**config.mk**
```make
export PLATFORM = sky130hd
export DESIGN_NAME = ctw_queue
export DESIGN_NICKNAME = d
export VERILOG_FILES = /design/src/design/ctw_pkg.sv /design/src/design/ctw_queue.sv
export SDC_FILE = /design/constraint.sdc
export NUM_CORES = 1
export LEC_CHECK = 0
export BUFFER_PORTS_ARGS = -buffer_cell sky130_fd_sc_hd__buf_4
export CAP_MARGIN = 10
export CORE_ASPECT_RATIO = 0.6
export CORE_MARGIN = 3
export CORE_UTILIZATION = 46
export DETAILED_ROUTE_END_ITERATION = 10
export PLACE_DENSITY = 0.74
export SETUP_SLACK_MARGIN = 0.3
export SYNTH_ARGS = -nofsm -noshare
export SYNTH_HDL_FRONTEND = slang
export SYNTH_SLANG_ARGS = --single-unit
```
**constraint.sdc**
```tcl
create_clock -name clk -period 2.6 [get_ports clk]
set_input_delay 0.39 -clock clk [delete_from_list [all_inputs] [get_ports clk]]
set_output_delay 0.39 -clock clk [all_outputs]
set_load 0.01 [all_outputs]
```
**src/design/ctw_pkg.sv**
```systemverilog
// Package for the text-mode console writer.
// Holds the transfer payload types, command and state codes and fixed constants.
// No dependencies.
`default_nettype none

package ctw_pkg;

  localparam int CURSOR_W = 11;
  localparam int ROW_MAX_W = 6;
  localparam int COL_MAX_W = 8;
  localparam int CELL_W = 14;

  localparam logic [7:0] NEWLINE_CODE = 8'd10;
  localparam logic [7:0] ATTR_RESET = 8'h07;

  localparam logic [1:0] OP_PUT = 2'd0;
  localparam logic [1:0] OP_LOCATE = 2'd1;
  localparam logic [1:0] OP_CLEAR = 2'd2;
  localparam logic [1:0] OP_READ = 2'd3;

  localparam logic REG_TEXT_ATTRIBUTE = 1'b0;

  typedef struct packed {
    logic [1:0] opcode;
    logic [7:0] char_code;
    logic [4:0] row;
    logic [6:0] column;
  } cmd_item_t;

  typedef struct packed {
    logic [CURSOR_W-1:0] cursor_cell;
    logic                scrolled;
    logic [7:0]          read_char;
    logic [7:0]          read_attr;
  } rsp_item_t;

  typedef enum logic [2:0] {
    CMD_PUT_CHAR,
    CMD_NEWLINE,
    CMD_LOCATE,
    CMD_CLEAR,
    CMD_READ
  } cmd_kind_t;

  typedef struct packed {
    cmd_kind_t            kind;
    logic [7:0]           char_code;
    logic [ROW_MAX_W-1:0] row;
    logic [COL_MAX_W-1:0] col;
    logic [CELL_W-1:0]    cell_addr;
  } cmd_t;

  typedef enum logic [2:0] {
    ST_IDLE,
    ST_DONE,
    ST_CLEAR,
    ST_SCROLL,
    ST_ZERO
  } st_t;

endpackage

`default_nettype wire

```
**src/design/ctw_queue.sv**
```systemverilog
// Two-entry command queue between the front and back ends of the console writer.
// Depends on ctw_pkg for the command type.
`default_nettype none

module ctw_queue import ctw_pkg::*; (
  input  wire logic clk,
  input  wire logic rst,
  input  wire logic push,
  input  wire cmd_t push_cmd,
  output logic      full,
  input  wire logic pop,
  output logic      valid,
  output cmd_t      head
);

  localparam int DEPTH = 2;
  localparam int PTR_W = $clog2(DEPTH);
  localparam int CNT_W = $clog2(DEPTH + 1);

  cmd_t entries [DEPTH];
  logic [PTR_W-1:0] wr_ptr;
  logic [PTR_W-1:0] rd_ptr;
  logic [CNT_W-1:0] count;

  assign full = (count == CNT_W'(DEPTH));
  assign valid = (count != '0);
  assign head = entries[rd_ptr];

  always_ff @(posedge clk) begin
    if (push) begin
      entries[wr_ptr] <= push_cmd;
    end
  end

  always_ff @(posedge clk) begin
    if (rst) begin
      wr_ptr <= '0;
      rd_ptr <= '0;
      count <= '0;
    end else begin
      if (push) begin
        wr_ptr <= (wr_ptr == PTR_W'(DEPTH - 1)) ? '0 : wr_ptr + 1'b1;
      end
      if (pop) begin
        rd_ptr <= (rd_ptr == PTR_W'(DEPTH - 1)) ? '0 : rd_ptr + 1'b1;
      end
      if (push && !pop) begin
        count <= count + 1'b1;
      end else if (pop && !push) begin
        count <= count - 1'b1;
      end
    end
  end

endmodule

`default_nettype wire

```
# After elaboration in Yosys (flattened, before gate mapping)
# Memory sizes are Yosys's and may differ from the RTL's. A register that Yosys moved wholly into a read port is not among the register bits.
# Cells that the tools add are included.
dict set report classes {
  add_sub_neg 4
  multipliers 0
  div_mod_pow 0
  order_cmp 0
  eq_ne 1
  n_shift 0
  n_mux 8
  bitwise_logic 0
  reduce_logical 6
}
# cell count
set op_table {}
lappend op_table {{$mux 1} 6}
lappend op_table {{$mux 2} 2}
lappend op_table {{$reduce_bool 2->1} 2}
lappend op_table {{$add 1x1->1 const B} 2}
lappend op_table {{$add 2x1->2 const B} 1}
lappend op_table {{$eq 2x2->1 const B} 1}
lappend op_table {{$logic_and 1x1->1} 2}
lappend op_table {{$logic_not 1->1} 2}
lappend op_table {{$sub 2x1->2 const B} 1}
dict set report totals {
  regBits 4
  latch_bits 0
  ramBits 78
  romBits 0
  in_bits 43
  output_inout_bits 41
  mem_count 1
}
# memory words word_bits read_ports rd_clocked_by_memory_dff write_ports line
set mem_list {}
lappend mem_list {entries 2 39 1 1 1 ctw_queue.sv:20} ;# cmd_t entries [DEPTH];

# Longest topological paths before layout
dict set report depth {
  ltp_word 4
  ltp_mapped 5
}

# Least setup slack after synthesis
# No wires, ideal clock.
dict set report synth_timing {
  kind {input-to-reg}
  startpoint {in push}
  endpoint {mem entries[0][0] in the netlist's numbering, enable pin}
  arrival_ps 2137
  t_required_ps 2160
  slack_ps 23
  cell_stages 1
  path_cell_list {nor2b_1}
}
dict set report synth_via {
  elab_chain_len 2
}
# element line
set synth_lines {}
lappend synth_lines {{from (decl)} ctw_queue.sv:8} ;# input wire logic push,
lappend synth_lines {{$mux 1} ctw_queue.sv:30} ;# if (push) begin
lappend synth_lines {{$mux 1 (implied by the code)} ctw_queue.sv:31} ;# entries[wr_ptr] <= push_cmd;
lappend synth_lines {{to (decl)} ctw_queue.sv:20}
# Every way passes these cells.

==> results.json <==
{
  "outcome": "finished clean",
  "grt_pass1_vias": 1536,
  "grt_pass1_wl_um": 7941,
  "grt_max_degree": 40,
  "fin_area_sq_um": 3933,
  "path_class": "register to primary output",
  "core.rowCount": 22,
  "drc": 0,
  "ys_types": 18,
  "ys_seq_elements": 83,
  "clkSinkCount": 83,
  "firstDrtPassIters": 4,
  "cp-start-kind": "register",
  "yosysSeqAreaShare": 0.8086,
  "postPlaceCellArea_sq_um": 3772,
  "yosysWarnings": 0,
  "gp_congestion": 0.7870,
  "syn_inst": 143,
  "nFillCells": 480,
  "post_cts_buffers": 0,
  "path_clk_slew_ns": 0.08,
  "peakVddDrop_mv": 0.4060,
  "synthTopCellsByCount": "edfxtp_1, mux2_2, dfxtp_1",
  "fin_crit_ns": 2.176,
  "wl_per_cell_um": 16.13,
  "p_per_area_nw_per_um2": 692.6,
  "worst_ep_required_time_ns": 2.21,
  "initial_core_util": 0.4855,
  "die_h_um": 68.77,
  "rsz0062_at_grt": "no",
  "fmax_ghz": 0.4595,
  "async_flop_share": 0,
  "final_nets": 281,
  "overflow": 0,
  "slew_headroom": 0.6582,
  "crit_path_end_kind": "primary output",
  "syn2layout_area_growth_pct": 30.20,
  "hold_slack_ns": 0.2337,
  "synth.avg_cell_area_sq_um": 21.12,
  "r2r-end": "entries[1][24]",
  "reg2reg_from": "wr_ptr",
  "cp_max_fo": 21,
  "routed_wl_um": 5257,
  "ctsHoldBuffers": 0,
  "fin_setup_tns_ns": 0,
  "vias": 1556,
  "drtIter0Drc": 67,
  "tightest_slew_ns": 0.5127,
  "cts_htree_levels": 3,
  "pin_count": 84,
  "yosysMostFrequentCell": "edfxtp_1",
  "port_buffers": 83,
  "drv_cap": 0,
  "core_area_sq_um": 6221,
  "synthTopCellsByArea": "edfxtp_1, mux2_2, dfxtp_1, xnor2_1, xor2_1",
  "synth_edf_count": 78,
  "tritoncts": "done",
  "syn_nets": 187,
  "yosysTopAreaCell": "edfxtp_1",
  "postRouteAntennaNets": 0,
  "timing_hold_violations_final": 0,
  "p_leak_nw": 1.490,
  "dp_hpwl_um": 3625,
  "synth_flop_cell": "edfxtp_1",
  "crit_arrival_ns": 1.79,
  "r2r_cells": 2,
  "cts-root-buf": "clkbuf_8",
  "drv_slew": 0,
  "synth_top_area_share": 0.7755,
  "avgViaCountPerCell": 4.773,
  "ctsResizeCount": 0,
  "finalPower_mw": 2.724,
  "insertion_delay_ns": 0.34,
  "drive_gt1_frac": 0.6033,
  "cts_buffer_depth": 2,
  "die_width_um": 110.6,
  "hold_path.class": "input port to register",
  "syn_area_sq_um": 3020,
  "timing.final.crit_share": 0.8370,
  "r2r_setup_slack_ns": 1.16,
  "antenna_found_initial": 0,
  "endpoint": "head[7]",
  "grt_use_total": 0.1430,
  "cts_made_buffers": 9,
  "antennaDiodeCount": 0,
  "setup_viol": 0,
  "fin_worst_skew_ns": 0.004876,
  "die_area_sq_um": 7606
}
==> logic make-up after synthesis <==
| logic type | Yosys count | synth area share |
|---|---|---|
| compound gates | 2 | 0.003311 |
| xor+xnor | 4 | 0.01160 |
| fa+ha+maj | 1 | 0.004142 |
| buf+inv | 5 | 0.01077 |
| flops | 83 | 0.8086 |
| mux | 39 | 0.1454 |
| simple gates | 9 | 0.01616 |
==> power breakdown <==
group	internal, mW	leakage [nW]	switching [mW]	total, mW
Sequential	1.55	0.774	0.0344	1.59
Clock	0.338	0.0856	0.417	0.755
Combinational	0.216	0.630	0.164	0.379
Total	2.11	1.49	0.615	2.72
==> per-stage QoR <==
| stage | instances | util | setup WS (ns) |
|---|---|---|---|
| after detailed placement | 310 | 0.6064 | 0.7672 |
| after global placement | 310 | 0.6064 | 0.7677 |
| after floorplan | 143 | - | 0.7490 |
| after CTS | 326 | 0.6321 | 0.3776 |
| after global routing | 326 | 0.6321 | 0.3119 |
| final | 326 | 0.6321 | 0.4237 |
==> cell usage in the layout, fill, tap and decap left out <==
master      instances
dfxtp_2             1
nor2b_4             1
clkinv_2            5
clkbuf_1            1
and2b_2             1
or2_2               1
edfxtp_1           78
a21oi_1             1
or3_1               1
buf_12              1
and2_2              1
ha_1                1
buf_4              86
nor2_1              4
xor2_1              2
inv_1               1
dfxtp_1             4
clkbuf_8            9
mux2_2             39
o21ai_0             1
clkinvlp_4          1
xnor2_1             2
==> state kept, by name, indices dropped and copies added (netlist names), named ones only <==
register and flops:
count 2, entries 78, rd_ptr 1, wr_ptr 1
==> critical path, cell delays in order, from the launching register on <==
cell	delay [ns]
dfxtp_2	0.64
buf_4	0.29
mux2_2	0.37
buf_4	0.15
==> worst min-delay path by stage <==
| stage | cells past startpoint | endpoint | slack [ns] | from |
|---|---|---|---|---|
| final | 1 | entries[1][1] | 0.23 | push_cmd[1] |
| after global routing | 1 | entries[0][9] | 0.21 | push_cmd[9] |
| after CTS | 1 | entries[0][9] | 0.21 | push_cmd[9] |
| after detailed placement | 2 | count[1] | 0.51 | count[1] |
| after global placement | 2 | count[1] | 0.48 | count[1] |
| after floorplan | 2 | count[1] | 0.46 | count[1] |
==> metal layers <==
| layer | vias up | wire length, um | global-route usage |
|---|---|---|---|
| li1 | 740 | - | - |
| met1 | 752 | 2461 | 0.1878 |
| met2 | 60 | 2302 | 0.2062 |
| met3 | 4 | 449 | 0.06539 |
| met4 | 0 | 44 | 0.06452 |
| met5 | - | 0 | 0 |
==> cell type report <==
type | instances | area (sq um) | share of cell area
Clock inverter | 6 | 32.53 | 0.008272
Clock buffer | 10 | 127.6 | 0.03245
Inverter | 1 | 3.754 | 0.0009545
Tap cell | 84 | 105.1 | 0.02673
Multi-Input combinational cell | 55 | 554.3 | 0.1409
Timing Repair Buffer | 87 | 665.6 | 0.1693
Sequential cell | 83 | 2444 | 0.6214
Note: power is estimated with default switching activity, not from simulation.
