[src/design/ctw_pkg.sv]
// Package for the text-mode console writer.
// Holds the transfer payload types, command and state codes and fixed constants.
// No dependencies.
`default_nettype none

package ctw_pkg;

  localparam int CURSOR_W = 11;
  localparam int ROW_MAX_W = 6;
  localparam int COL_MAX_W = 8;
  localparam int CELL_W = 14;

  localparam logic [7:0] NEWLINE_CODE = 8'd10;
  localparam logic [7:0] ATTR_RESET = 8'h07;

  localparam logic [1:0] OP_PUT = 2'd0;
  localparam logic [1:0] OP_LOCATE = 2'd1;
  localparam logic [1:0] OP_CLEAR = 2'd2;
  localparam logic [1:0] OP_READ = 2'd3;

  localparam logic REG_TEXT_ATTRIBUTE = 1'b0;

  typedef struct packed {
    logic [1:0] opcode;
    logic [7:0] char_code;
    logic [4:0] row;
    logic [6:0] column;
  } cmd_item_t;

  typedef struct packed {
    logic [CURSOR_W-1:0] cursor_cell;
    logic                scrolled;
    logic [7:0]          read_char;
    logic [7:0]          read_attr;
  } rsp_item_t;

  typedef enum logic [2:0] {
    CMD_PUT_CHAR,
    CMD_NEWLINE,
    CMD_LOCATE,
    CMD_CLEAR,
    CMD_READ
  } cmd_kind_t;

  typedef struct packed {
    cmd_kind_t            kind;
    logic [7:0]           char_code;
    logic [ROW_MAX_W-1:0] row;
    logic [COL_MAX_W-1:0] col;
    logic [CELL_W-1:0]    cell_addr;
  } cmd_t;

  typedef enum logic [2:0] {
    ST_IDLE,
    ST_DONE,
    ST_CLEAR,
    ST_SCROLL,
    ST_ZERO
  } st_t;

endpackage

`default_nettype wire

[src/design/ctw_front.sv]
// Front end of the console writer: accepts command transfers and classifies them.
// Clamps row and column and forms the cell index. Depends on ctw_pkg.
`default_nettype none

module ctw_front import ctw_pkg::*; #(
  parameter int COLS = 80,
  parameter int ROWS = 25
) (
  input  wire logic      cmd_valid,
  output logic           cmd_ready,
  input  wire cmd_item_t cmd,
  input  wire logic      queue_full,
  input  wire logic      init_busy,
  output logic           push,
  output cmd_t           push_cmd
);

  logic [6:0] row_ext;
  logic [7:0] col_ext;
  logic [ROW_MAX_W-1:0] row_cl;
  logic [COL_MAX_W-1:0] col_cl;

  assign cmd_ready = !queue_full && !init_busy;
  assign push = cmd_valid && cmd_ready;

  assign row_ext = 7'(cmd.row);
  assign col_ext = 8'(cmd.column);

  always_comb begin
    if (row_ext > 7'(ROWS - 1)) begin
      row_cl = ROW_MAX_W'(ROWS - 1);
    end else begin
      row_cl = row_ext[ROW_MAX_W-1:0];
    end
    if (col_ext > 8'(COLS - 1)) begin
      col_cl = COL_MAX_W'(COLS - 1);
    end else begin
      col_cl = col_ext;
    end
  end

  always_comb begin
    push_cmd.char_code = cmd.char_code;
    push_cmd.row = row_cl;
    push_cmd.col = col_cl;
    push_cmd.cell_addr = CELL_W'(row_cl * COLS + col_cl);
    unique case (cmd.opcode)
      OP_PUT: begin
        push_cmd.kind = (cmd.char_code == NEWLINE_CODE) ? CMD_NEWLINE : CMD_PUT_CHAR;
      end
      OP_LOCATE: push_cmd.kind = CMD_LOCATE;
      OP_CLEAR:  push_cmd.kind = CMD_CLEAR;
      OP_READ:   push_cmd.kind = CMD_READ;
      default:   push_cmd.kind = CMD_READ;
    endcase
  end

endmodule

`default_nettype wire

[config.mk]
export PLATFORM = sky130hd
export DESIGN_NAME = ctw_front
export DESIGN_NICKNAME = d
export VERILOG_FILES = /design/src/design/ctw_pkg.sv /design/src/design/ctw_front.sv
export SDC_FILE = /design/constraint.sdc
export NUM_CORES = 1
export LEC_CHECK = 0
export BUFFER_PORTS_ARGS = -buffer_cell sky130_fd_sc_hd__buf_2
export CELL_PAD_IN_SITES_DETAIL_PLACEMENT = 0
export CELL_PAD_IN_SITES_GLOBAL_PLACEMENT = 1
export CORE_ASPECT_RATIO = 0.8
export CORE_MARGIN = 5
export CORE_UTILIZATION = 24
export DETAILED_ROUTE_END_ITERATION = 10
export PLACE_DENSITY_LB_ADDON = 0.2
export SYNTH_ARGS = -nofsm -noshare
export SYNTH_HDL_FRONTEND = slang
export SYNTH_SLANG_ARGS = --single-unit
export TNS_END_PERCENT = 30
[constraint.sdc]
create_clock -name vclk -period 4.56
set_input_delay 0.456 -clock vclk [all_inputs]
set_output_delay 0.456 -clock vclk [all_outputs]
set_load 0.01 [all_outputs]
* Yosys cells after proc, flatten, opt, wreduce, memory -nomap -nowiden
Index checks and enable logic that the tools add are counted.
Word-level totals: bits in registers 0, input port bits 25, output and inout port bits 41, logic and storage cells 17
Operators by class: $add $sub $neg 1, $mul 1, magnitude comparators 2, eq/ne operators 4, multiplexer cells 4, reduce and logical (&&, ||, !) cells 5
Operators with widths (count):
- 13-bit by 8-bit adder with 14-bit output | 1
- 3-bit one-hot mux with 4 select lines | 1
- 6-bit by 3-bit multiplier with 9-bit output (second input constant) | 1
- 8-bit by 4-bit equality test with 1-bit output (second input constant) | 1
- 7-bit greater-than comparator (second input constant) | 1
- 7-bit 2-to-1 mux | 1
- 5-bit greater-than comparator (second input constant) | 1
- 5-bit 2-to-1 mux | 1
- 2-bit equality test (second input constant) | 2
- 2-bit by 1-bit equality test with 1-bit output (second input constant) | 1
- 1-bit logical AND | 2
- 1-bit zero test | 2
- 2-bit zero test | 1
- 1-bit 2-to-1 mux | 1

* Longest topological paths before layout
Gate-level depths: netlist (run 1).
depth after elaboration 4, mapped depth 8, gate-level depth less buffers 8

* Worst setup path after synthesis (run 1)
No wires, ideal clock.
path type input -> output, start point input cmd[11] (netlist bit), end point output push_cmd[11] (netlist bit), data arrival time 2.353 ns, required time 4.104 ns, setup slack 1.751 ns, cell stages on the path 8, buffers on the path 0, path through nand2_1 > and2_1 > ha_1 > ha_1 > fa_1 > xnor2_1 > nor3_2 > a22o_1
RTL lines:
- start, declared | line ctw_front.sv:11 | input wire cmd_item_t cmd,
- end, declared | line ctw_front.sv:15 | output cmd_t push_cmd

==> metrics, run 1 <==
outcome=complete, no violations; DRC viols=0; Synth Warn #=0; Pint=0.0000501 W; post-CTS resize count=0; via count=624; final worst slack=1.45 ns; post-CTS setup repair buffer count=0; Syn Inst Count=77; num sequential=0; number of buffers added on ports=62; worst hold start=cmd[13]; Worst EP required=a little over 4 ns; top cells by count, synth=buf_4, ha_1, nor2_1; cells taking the most area after synthesis=ha_1, buf_4, fa_1, xnor2_1, xor2_1; initial antenna violation count=0; register area=0 sq um; number of global-route vias before repair=525; Final nets=around 160; grt met3 use=0.821%; Crit. End Element=output port; most frequent cell after synthesis=buf_4; RSZ-0062 raised after global routing=false; Avg Cell Area, Syn=7.80 sq um; Comb power frac=100.0%; drt via density=3.92; starting DRC count in detailed routing=2; crit start category=input pin; routed len/inst=9.26 um; Die H=54.7 um; Post-CTS Hold Fix Bufs=0; Leak=0.507 nW; DPL Wire Length=about 1.4 mm; Core Util, Final=roughly 35%; Area Overhead vs Synth=39.2%; I/O pins=66; setup slack at placement=1.42 ns; number of clock buffers in the layout=0; sequential power share=0%; worst-case vdd ir drop=roughly 0.056 mV; Synth top area share=22.9%; critical path's largest stage delay=0.40 ns; 1st-pass router iterations=4; Core Area=2420 sq um; worst-path fanout max=6; die area=3610 sq um; setup TNS=0 ns; layout cells sized above 1=a little over half; Setup violations, final=0; Hold Crit Class=input pin to output port; cell taking the most area after synthesis=ha_1; Tcrit/Tclk final=68.3%; Final ANT Viol Nets=0; Final Critical Period=3.11 ns; number of max-cap violations=0; Hold Crit Depth=2; first-pass GRT wire length=2.30 mm; GR Overflow Total=0; crit-path cells=buf_2, nand2_1, and2_1, ha_1, ha_1, fa_1, xnor2_1, nor3_2, a22o_1, buf_2; pin count of the biggest net entering global routing=7; Sw Pwr=0.0000594 W; Total GRT Usage=7.73%; critical path class=input pin to output port; Synth cell types=25; Initial Util=24.8%; max-slew violations=0; CP Data Arrival Time=2.66 ns; Pwr Density=131 nW/um^2; sw frac=approximately 54%; GP Congestion=0.688; fillers=roughly 280; Min Hold Slack=1.11 ns; Hold Path End=push_cmd[29]; Clk pwr share=0%; Critical Path Slowest Stage Cell=fa_1; drt total wl=1.47 mm; sequential share of the synthesized area=0%; busiest grt layer=met2; GR Layer Usage met1=10.5%; met2 GRT Util=14.1%; Final Hold Fails=0; Synth Cell Area=601 sq um; row count=16; Inserted Diodes=0; fmax=~320 MHz; DIE WIDTH=65.9 um
cell families (layout without fill, tap and decap cells):
kind of cell | Yosys count | in the layout | share of synthesized area, %
simple gates | 24 | 24 | 25.2
buf+inv | 23 | 66 | 24.4
fa+ha+maj | 13 | 13 | 29.6
compound gates | 10 | 10 | 11.5
xor+xnor | 6 | 6 | 8.75
other cells | 1 | 4 | 0.624
worst max-delay path by stage:
stage	start	to	slack [ns]	depth (start not counted)
global route	cmd[11]	push_cmd[11]	1.26	10
finish	cmd[11]	push_cmd[11]	1.45	10
detailed placement	cmd[11]	push_cmd[11]	1.42	10
floorplan	cmd[11]	push_cmd[11]	1.75	8
global placement	cmd[11]	push_cmd[11]	1.46	10
CTS	cmd[11]	push_cmd[11]	1.43	10
final cells by class:
type | instances | area [sq um] | share of cell area (%)
Inverter | 4 | 15.0 | 1.80
Multi-Input combinational cell | 57 | 465 | 55.7
Tap cell | 36 | 45.0 | 5.39
Timing Repair Buffer | 62 | 310 | 37.1
worst max-delay path: cells and delay by family:
family                     cells  cell delay [ns]
AOI/OAI and AO/OA              1             0.24
xor gates and xnor gates       1             0.37
and+or+nand+nor                3             0.40
adders and majority gates      3             0.91
buffers and inverters          2             0.27
cells in the final DEF, fill, tap and decap left out:
master,count
buf_2,62
ha_1,11
nor2_1,6
and2_1,4
inv_1,4
nand2b_1,4
conb_1,4
nand2_1,3
xnor2_1,3
xor2_1,3
nor2b_1,2
a21o_1,2
a21oi_1,2
o21ai_0,2
fa_1,2
nor4b_4,1
a21oi_2,1
o21a_1,1
nor3_2,1
a21o_2,1
a22o_1,1
nor4_1,1
nor4bb_1,1
nand3_1,1
metal layers:
metal  part of all wire [%]  routed length [um]
met5                      0                   0
met4                      0                   0
met3                     11                 155
met2                     46                 671
met1                     44                 645
through the flow:
step,area [sq um],instances,total power [W]
6_report,836,159,0.000109
5_1_grt,836,159,0.000124
4_1_cts,836,159,0.000112
3_5_place_dp,836,159,0.000112
3_3_place_gp,836,159,0.000113
2_1_floorplan,612,80,0.0000785
power by group through the flow:
stage | logic [W] | registers, W | clock network [W]
floorplan | 0.0000785 | 0 | 0
global placement | 0.000113 | 0 | 0
detailed placement | 0.000112 | 0 | 0
CTS | 0.000112 | 0 | 0
global route | 0.000124 | 0 | 0
finish | 0.000109 | 0 | 0
(Power assumes the default switching activity.)
==> run 2: changes to the inputs <==
ABC_AREA = 1   (was default)
CORE_UTILIZATION = 20   (was 24)
clock period = 2.8 ns   (was 4.56 ns; I/O delays follow)
==> run 2 against run 1 <==
Sequential cell count unchanged. Utilization fell by 4.4 points. Area after synthesis grew 10%. Routed wire length rose by 26%. Count of clock-buffer cells in the layout did not move.
==> metrics, run 2 <==
number of max-cap violations=0; most common cell after layout, fill and taps aside=buf_2; die area=4570 sq um; CP Data Arrival Time=~2.3 ns; Worst path most repeated cell=nand2_1; cells taking the most area after synthesis=ha_1, buf_4, inv_1, nand2_1, fa_1; Total GRT Usage=under 10%; Final nets=roughly 200; RSZ-0062 raised after global routing=false; Inserted Diodes=0; worst-path fanout max=7; GP Congestion=a little over 0.7; drt total wl=1.86 mm; Leak=between 0.6 and 0.7 nW; number of clock buffers in the layout=0; critical path class=input pin to output port; row count=18; drt via density=a little under 4; max-slew violations=0; Setup violations, final=0; worst-case vdd ir drop=0.0742 mV; most frequent cells in the layout=buf_2, nand2_1, inv_1; top cells by count, synth=inv_1, nand2_1, buf_4; Die H=61.5 um; via count=769; 1st-pass router iterations=4; num sequential=0; Synth Area in Compound Gates=4.73%; Synth Cell Area=662 sq um; DPL Wire Length=roughly 1.8 mm; Final Critical Period=2.60 ns; crit-path cells=clkbuf_4, inv_2, nor3_4, nor2_2, ha_1, ha_2, fa_1, nand2_1, inv_2, nand2_1, nor2_2, nand2_1, nand2_1, buf_2; Core Area=3130 sq um; Finished Cell Area=942 sq um; Pwr Density=207 nW/um^2; Synth Area in Adders=26.8%; Hold Crit Class=input pin to output port; cell taking the most area after synthesis=ha_1; starting DRC count in detailed routing=23; fmax=around 390 MHz; Tcrit/Tclk final=92.7%; post-synthesis xor/xnor area fraction=3.97%; routed len/inst=9.32 um; pin count of the biggest net entering global routing=8; Final ANT Viol Nets=0; Final Hold Fails=0; Worst EP required=about 2.5 ns; Syn Inst Count=111; Synth top area share=20.8%; outcome=complete, no violations; critical path's largest stage delay=roughly 0.53 ns; first-pass GRT wire length=roughly 3.0 mm; I/O pins=66; Simple-Gate Fraction of Synth Area=31.0%; crit start category=input pin; Initial Util=a little over a fifth; Post-CTS Hold Fix Bufs=0; setup TNS=0 ns; GR Overflow Total=0; sequential share of the synthesized area=0%; DRC viols=0; register area=0 sq um; DIE WIDTH=about 74 um; Avg Cell Area, Syn=5.96 sq um; initial antenna violation count=0; Crit. End Element=output port; layout cells sized above 1=45.9%; Area Overhead vs Synth=42.3%; number of buffers added on ports=between 60 and 70; number of global-route vias before repair=706; main combinational cell family by area after synthesis=buffers and inverters; Core Util, Final=30.1%; mux contribution to synthesized area=0%; Synth Warn #=0; Critical Path Slowest Stage Cell=fa_1; placed instance area=910 sq um; Synth cell types=20
run 2: cell count changes after synthesis, sizes merged, moves of 3 or more:
| cell | change |
|---|---|
| nor2 | +6 |
| and2 | -4 |
| nand2 | +20 |
| a21o | -3 |
| nand2b | -4 |
| nand3 | +6 |
| inv | +19 |
run 2: cells by family after synthesis:
kind of cell,count (synthesis)
AO/OA/AOI/OAI,6
XOR/XNOR,3
adder cells (fa/ha/maj),13
buffers and inverters,42
AND/OR/NAND/NOR,46
other,1
run 2: metal layers:
| layer | vias up | global-route usage, % | routed length (um) |
|---|---|---|---|
| li1 | 413 | - | - |
| met1 | 329 | 10.3 | 789 |
| met2 | 27 | 15.2 | 923 |
| met3 | 0 | 0.979 | 142 |
| met4 | 0 | 0 | 0 |
| met5 | - | 0 | 0 |
run 2: per-stage QoR:
step	hold WS, ns	worst slack (ns)	cells	total power, W
2_1_floorplan	0.603	0.198	114	0.000127
3_3_place_gp	0.761	0.136	198	0.000189
3_5_place_dp	0.760	0.140	198	0.000189
4_1_cts	0.759	0.119	198	0.000191
5_1_grt	0.763	0.0255	199	0.000223
6_report	0.758	0.205	199	0.000195
run 2: worst max-delay path, delay by kind of cell:
kind,cells,cell delay [ns]
AND/OR/NAND/NOR,7,0.64
adder cells (fa/ha/maj),3,1.00
buffers and inverters,4,0.39
run 2: power by group:
part | internal (W) | leakage, nW | switching (W)
Sequential | 0 | 0 | 0
Clock | 0 | 0 | 0
Combinational | 0.0000846 | 0.637 | 0.000111
Total | 0.0000846 | 0.637 | 0.000111
run 2: what timing repair did:
action                     4_1_cts  5_1_grt
setup endpoints to repair        0        3
resized for setup                0        8
buffers inserted                 0        1
run 2: final timing paths:
| kind | cells after the start | startpoint | slack (ns) | end |
|---|---|---|---|---|
| hold / removal | 2 | cmd[17] | 0.76 | push_cmd[33] |
| setup / recovery | 14 | cmd[11] | 0.20 | push_cmd[11] |
run 2: cell type report:
type                            count  area (sq um)
Fill cell                         379          2190
Tap cell                           40          50.0
Timing Repair Buffer               64           328
Inverter                           23          86.3
Multi-Input combinational cell     72           478
==> run 3: changes to the inputs <==
PLACE_DENSITY = 0.78   (was default)
PLACE_DENSITY_LB_ADDON = default   (was 0.2)
==> run 3 against run 2 <==
Die area unchanged. First-iteration DRC count decreased by 43%. Via count decreased by 3.5%. Fmax decreased by 0.56%. Worst setup slack got worse by 0.015 ns. Non-clock buffer count unchanged. Hold slack improved by 0.00091 ns.
==> metrics, run 3 (synthesized netlist as in run 2, its figures left out) <==
Pint=0.0000819 W; DRC viols=0; layout cells sized above 1=roughly 44%; crit start category=input pin; setup TNS=0 ns; via count=742; Worst EP required=roughly 2.5 ns; num sequential=0; DIE WIDTH=about 74 um; placed cells=roughly 200; fmax=383 MHz; Inserted Diodes=0; Setup violations, final=0; number of global-route vias before repair=644; GP Congestion=just over 0.7; Finished Cell Area=937 sq um; Area Overhead vs Synth=41.6%; RSZ-0062 raised after global routing=false; sw frac=between 50% and 60%; fillers=about 350; drt via density=about 3.7; Multi-input gate area=473 sq um; Leak=between 0.6 and 0.7 nW; Post-CTS Hold Fix Bufs=0; post-CTS resize count=0; register area=0 sq um; Sw Pwr=0.000111 W; 1st-pass router iterations=4; CP Data Arrival Time=2.33 ns; Total GRT Usage=7.37%; number of max-cap violations=0; Pwr Density=between 200 and 250 nW/um^2; Crit. End Element=output port; row count=18; most frequent cells in the layout=buf_2, nand2_1, inv_1; Tcrit/Tclk final=93.2%; outcome=complete, no violations; GR Overflow Total=0; most common cell after layout, fill and taps aside=buf_2; initial antenna violation count=0; starting DRC count in detailed routing=13; worst-case vdd ir drop=0.0703 mV; post-CTS setup repair buffer count=0; Comb power frac=100.0%; routed len/inst=just under 9 um; Die H=between 60 and 70 um; Final Hold Fails=0; worst-path fanout max=7; critical path class=input pin to output port; number of buffers added on ports=62; Clk pwr share=0%; Final ANT Viol Nets=0; sequential power share=0%; die area=4570 sq um; Final Critical Period=2.61 ns; Initial Util=between 20% and 30%; Final nets=199; number of clock buffers in the layout=0; max-slew violations=0; pin count of the biggest net entering global routing=8; I/O pins=between 60 and 70; Core Area=3130 sq um; placed instance area=about 920 sq um; DPL Wire Length=between 1.5 and 2 mm; Final Non-Filler Cells=199; Hold Crit Class=input pin to output port; first-pass GRT wire length=approximately 2.8 mm; drt total wl=approximately 1.8 mm
-- run 3: changes by cell type in the layout (fill, tap and decap cells not counted) --
cell,previous run,this run
inv_2,2,1
ha_1,10,11
ha_2,1,0
nor2_2,3,2
nor2_1,9,10
inv_1,21,22
-- run 3: path summary, 6_finish.rpt --
check | start | endpoint | cells past startpoint
max | cmd[11] | push_cmd[11] | 14
min | cmd[17] | push_cmd[33] | 2
-- run 3: through the flow --
step / setup slack [ns] / total power (W) / util (%) / hold slack, ns
2_1_floorplan: 0.198 / 0.000127 / - / 0.603
3_3_place_gp: 0.144 / 0.000192 / 29.3 / 0.761
3_5_place_dp: 0.115 / 0.000192 / 29.3 / 0.761
4_1_cts: 0.111 / 0.000193 / 29.3 / 0.761
5_1_grt: 0.0188 / 0.000218 / 29.9 / 0.770
6_report: 0.190 / 0.000193 / 29.9 / 0.759
-- run 3: worst max-delay path, stage by stage --
cell and delay, ns:
clkbuf_4 0.15, inv_2 0.07, nor3_4 0.20, nor2_1 0.08, ha_1 0.28, ha_1 0.23, fa_1 0.52, nand2_1 0.06
inv_1 0.08, nand2_1 0.06, nor2_2 0.09, nand2_1 0.05, nand2_1 0.05, buf_2 0.12
-- run 3: final cells by class --
class / instances / area share, %
tap: 40 / 5.34
timing repair buffer: 64 / 35.0
inverter: 23 / 9.21
multi-input combinational: 72 / 50.5
-- run 3: routing by layer --
layer / part of all wire (%) / global-route usage (%) / up-vias
li1: - / - / 413
met1: 46 / 10.7 / 310
met2: 51 / 13.0 / 19
met3: 3.3 / 0.163 / 0
met4: 0 / 0 / 0
met5: 0 / 0 / -
-- run 3: power groups by stage --
stage               Clock (W)  Sequential (W)  Combinational [W]
global route                0               0           0.000218
detailed placement          0               0           0.000192
CTS                         0               0           0.000193
finish                      0               0           0.000193
global placement            0               0           0.000192
floorplan                   0               0           0.000127
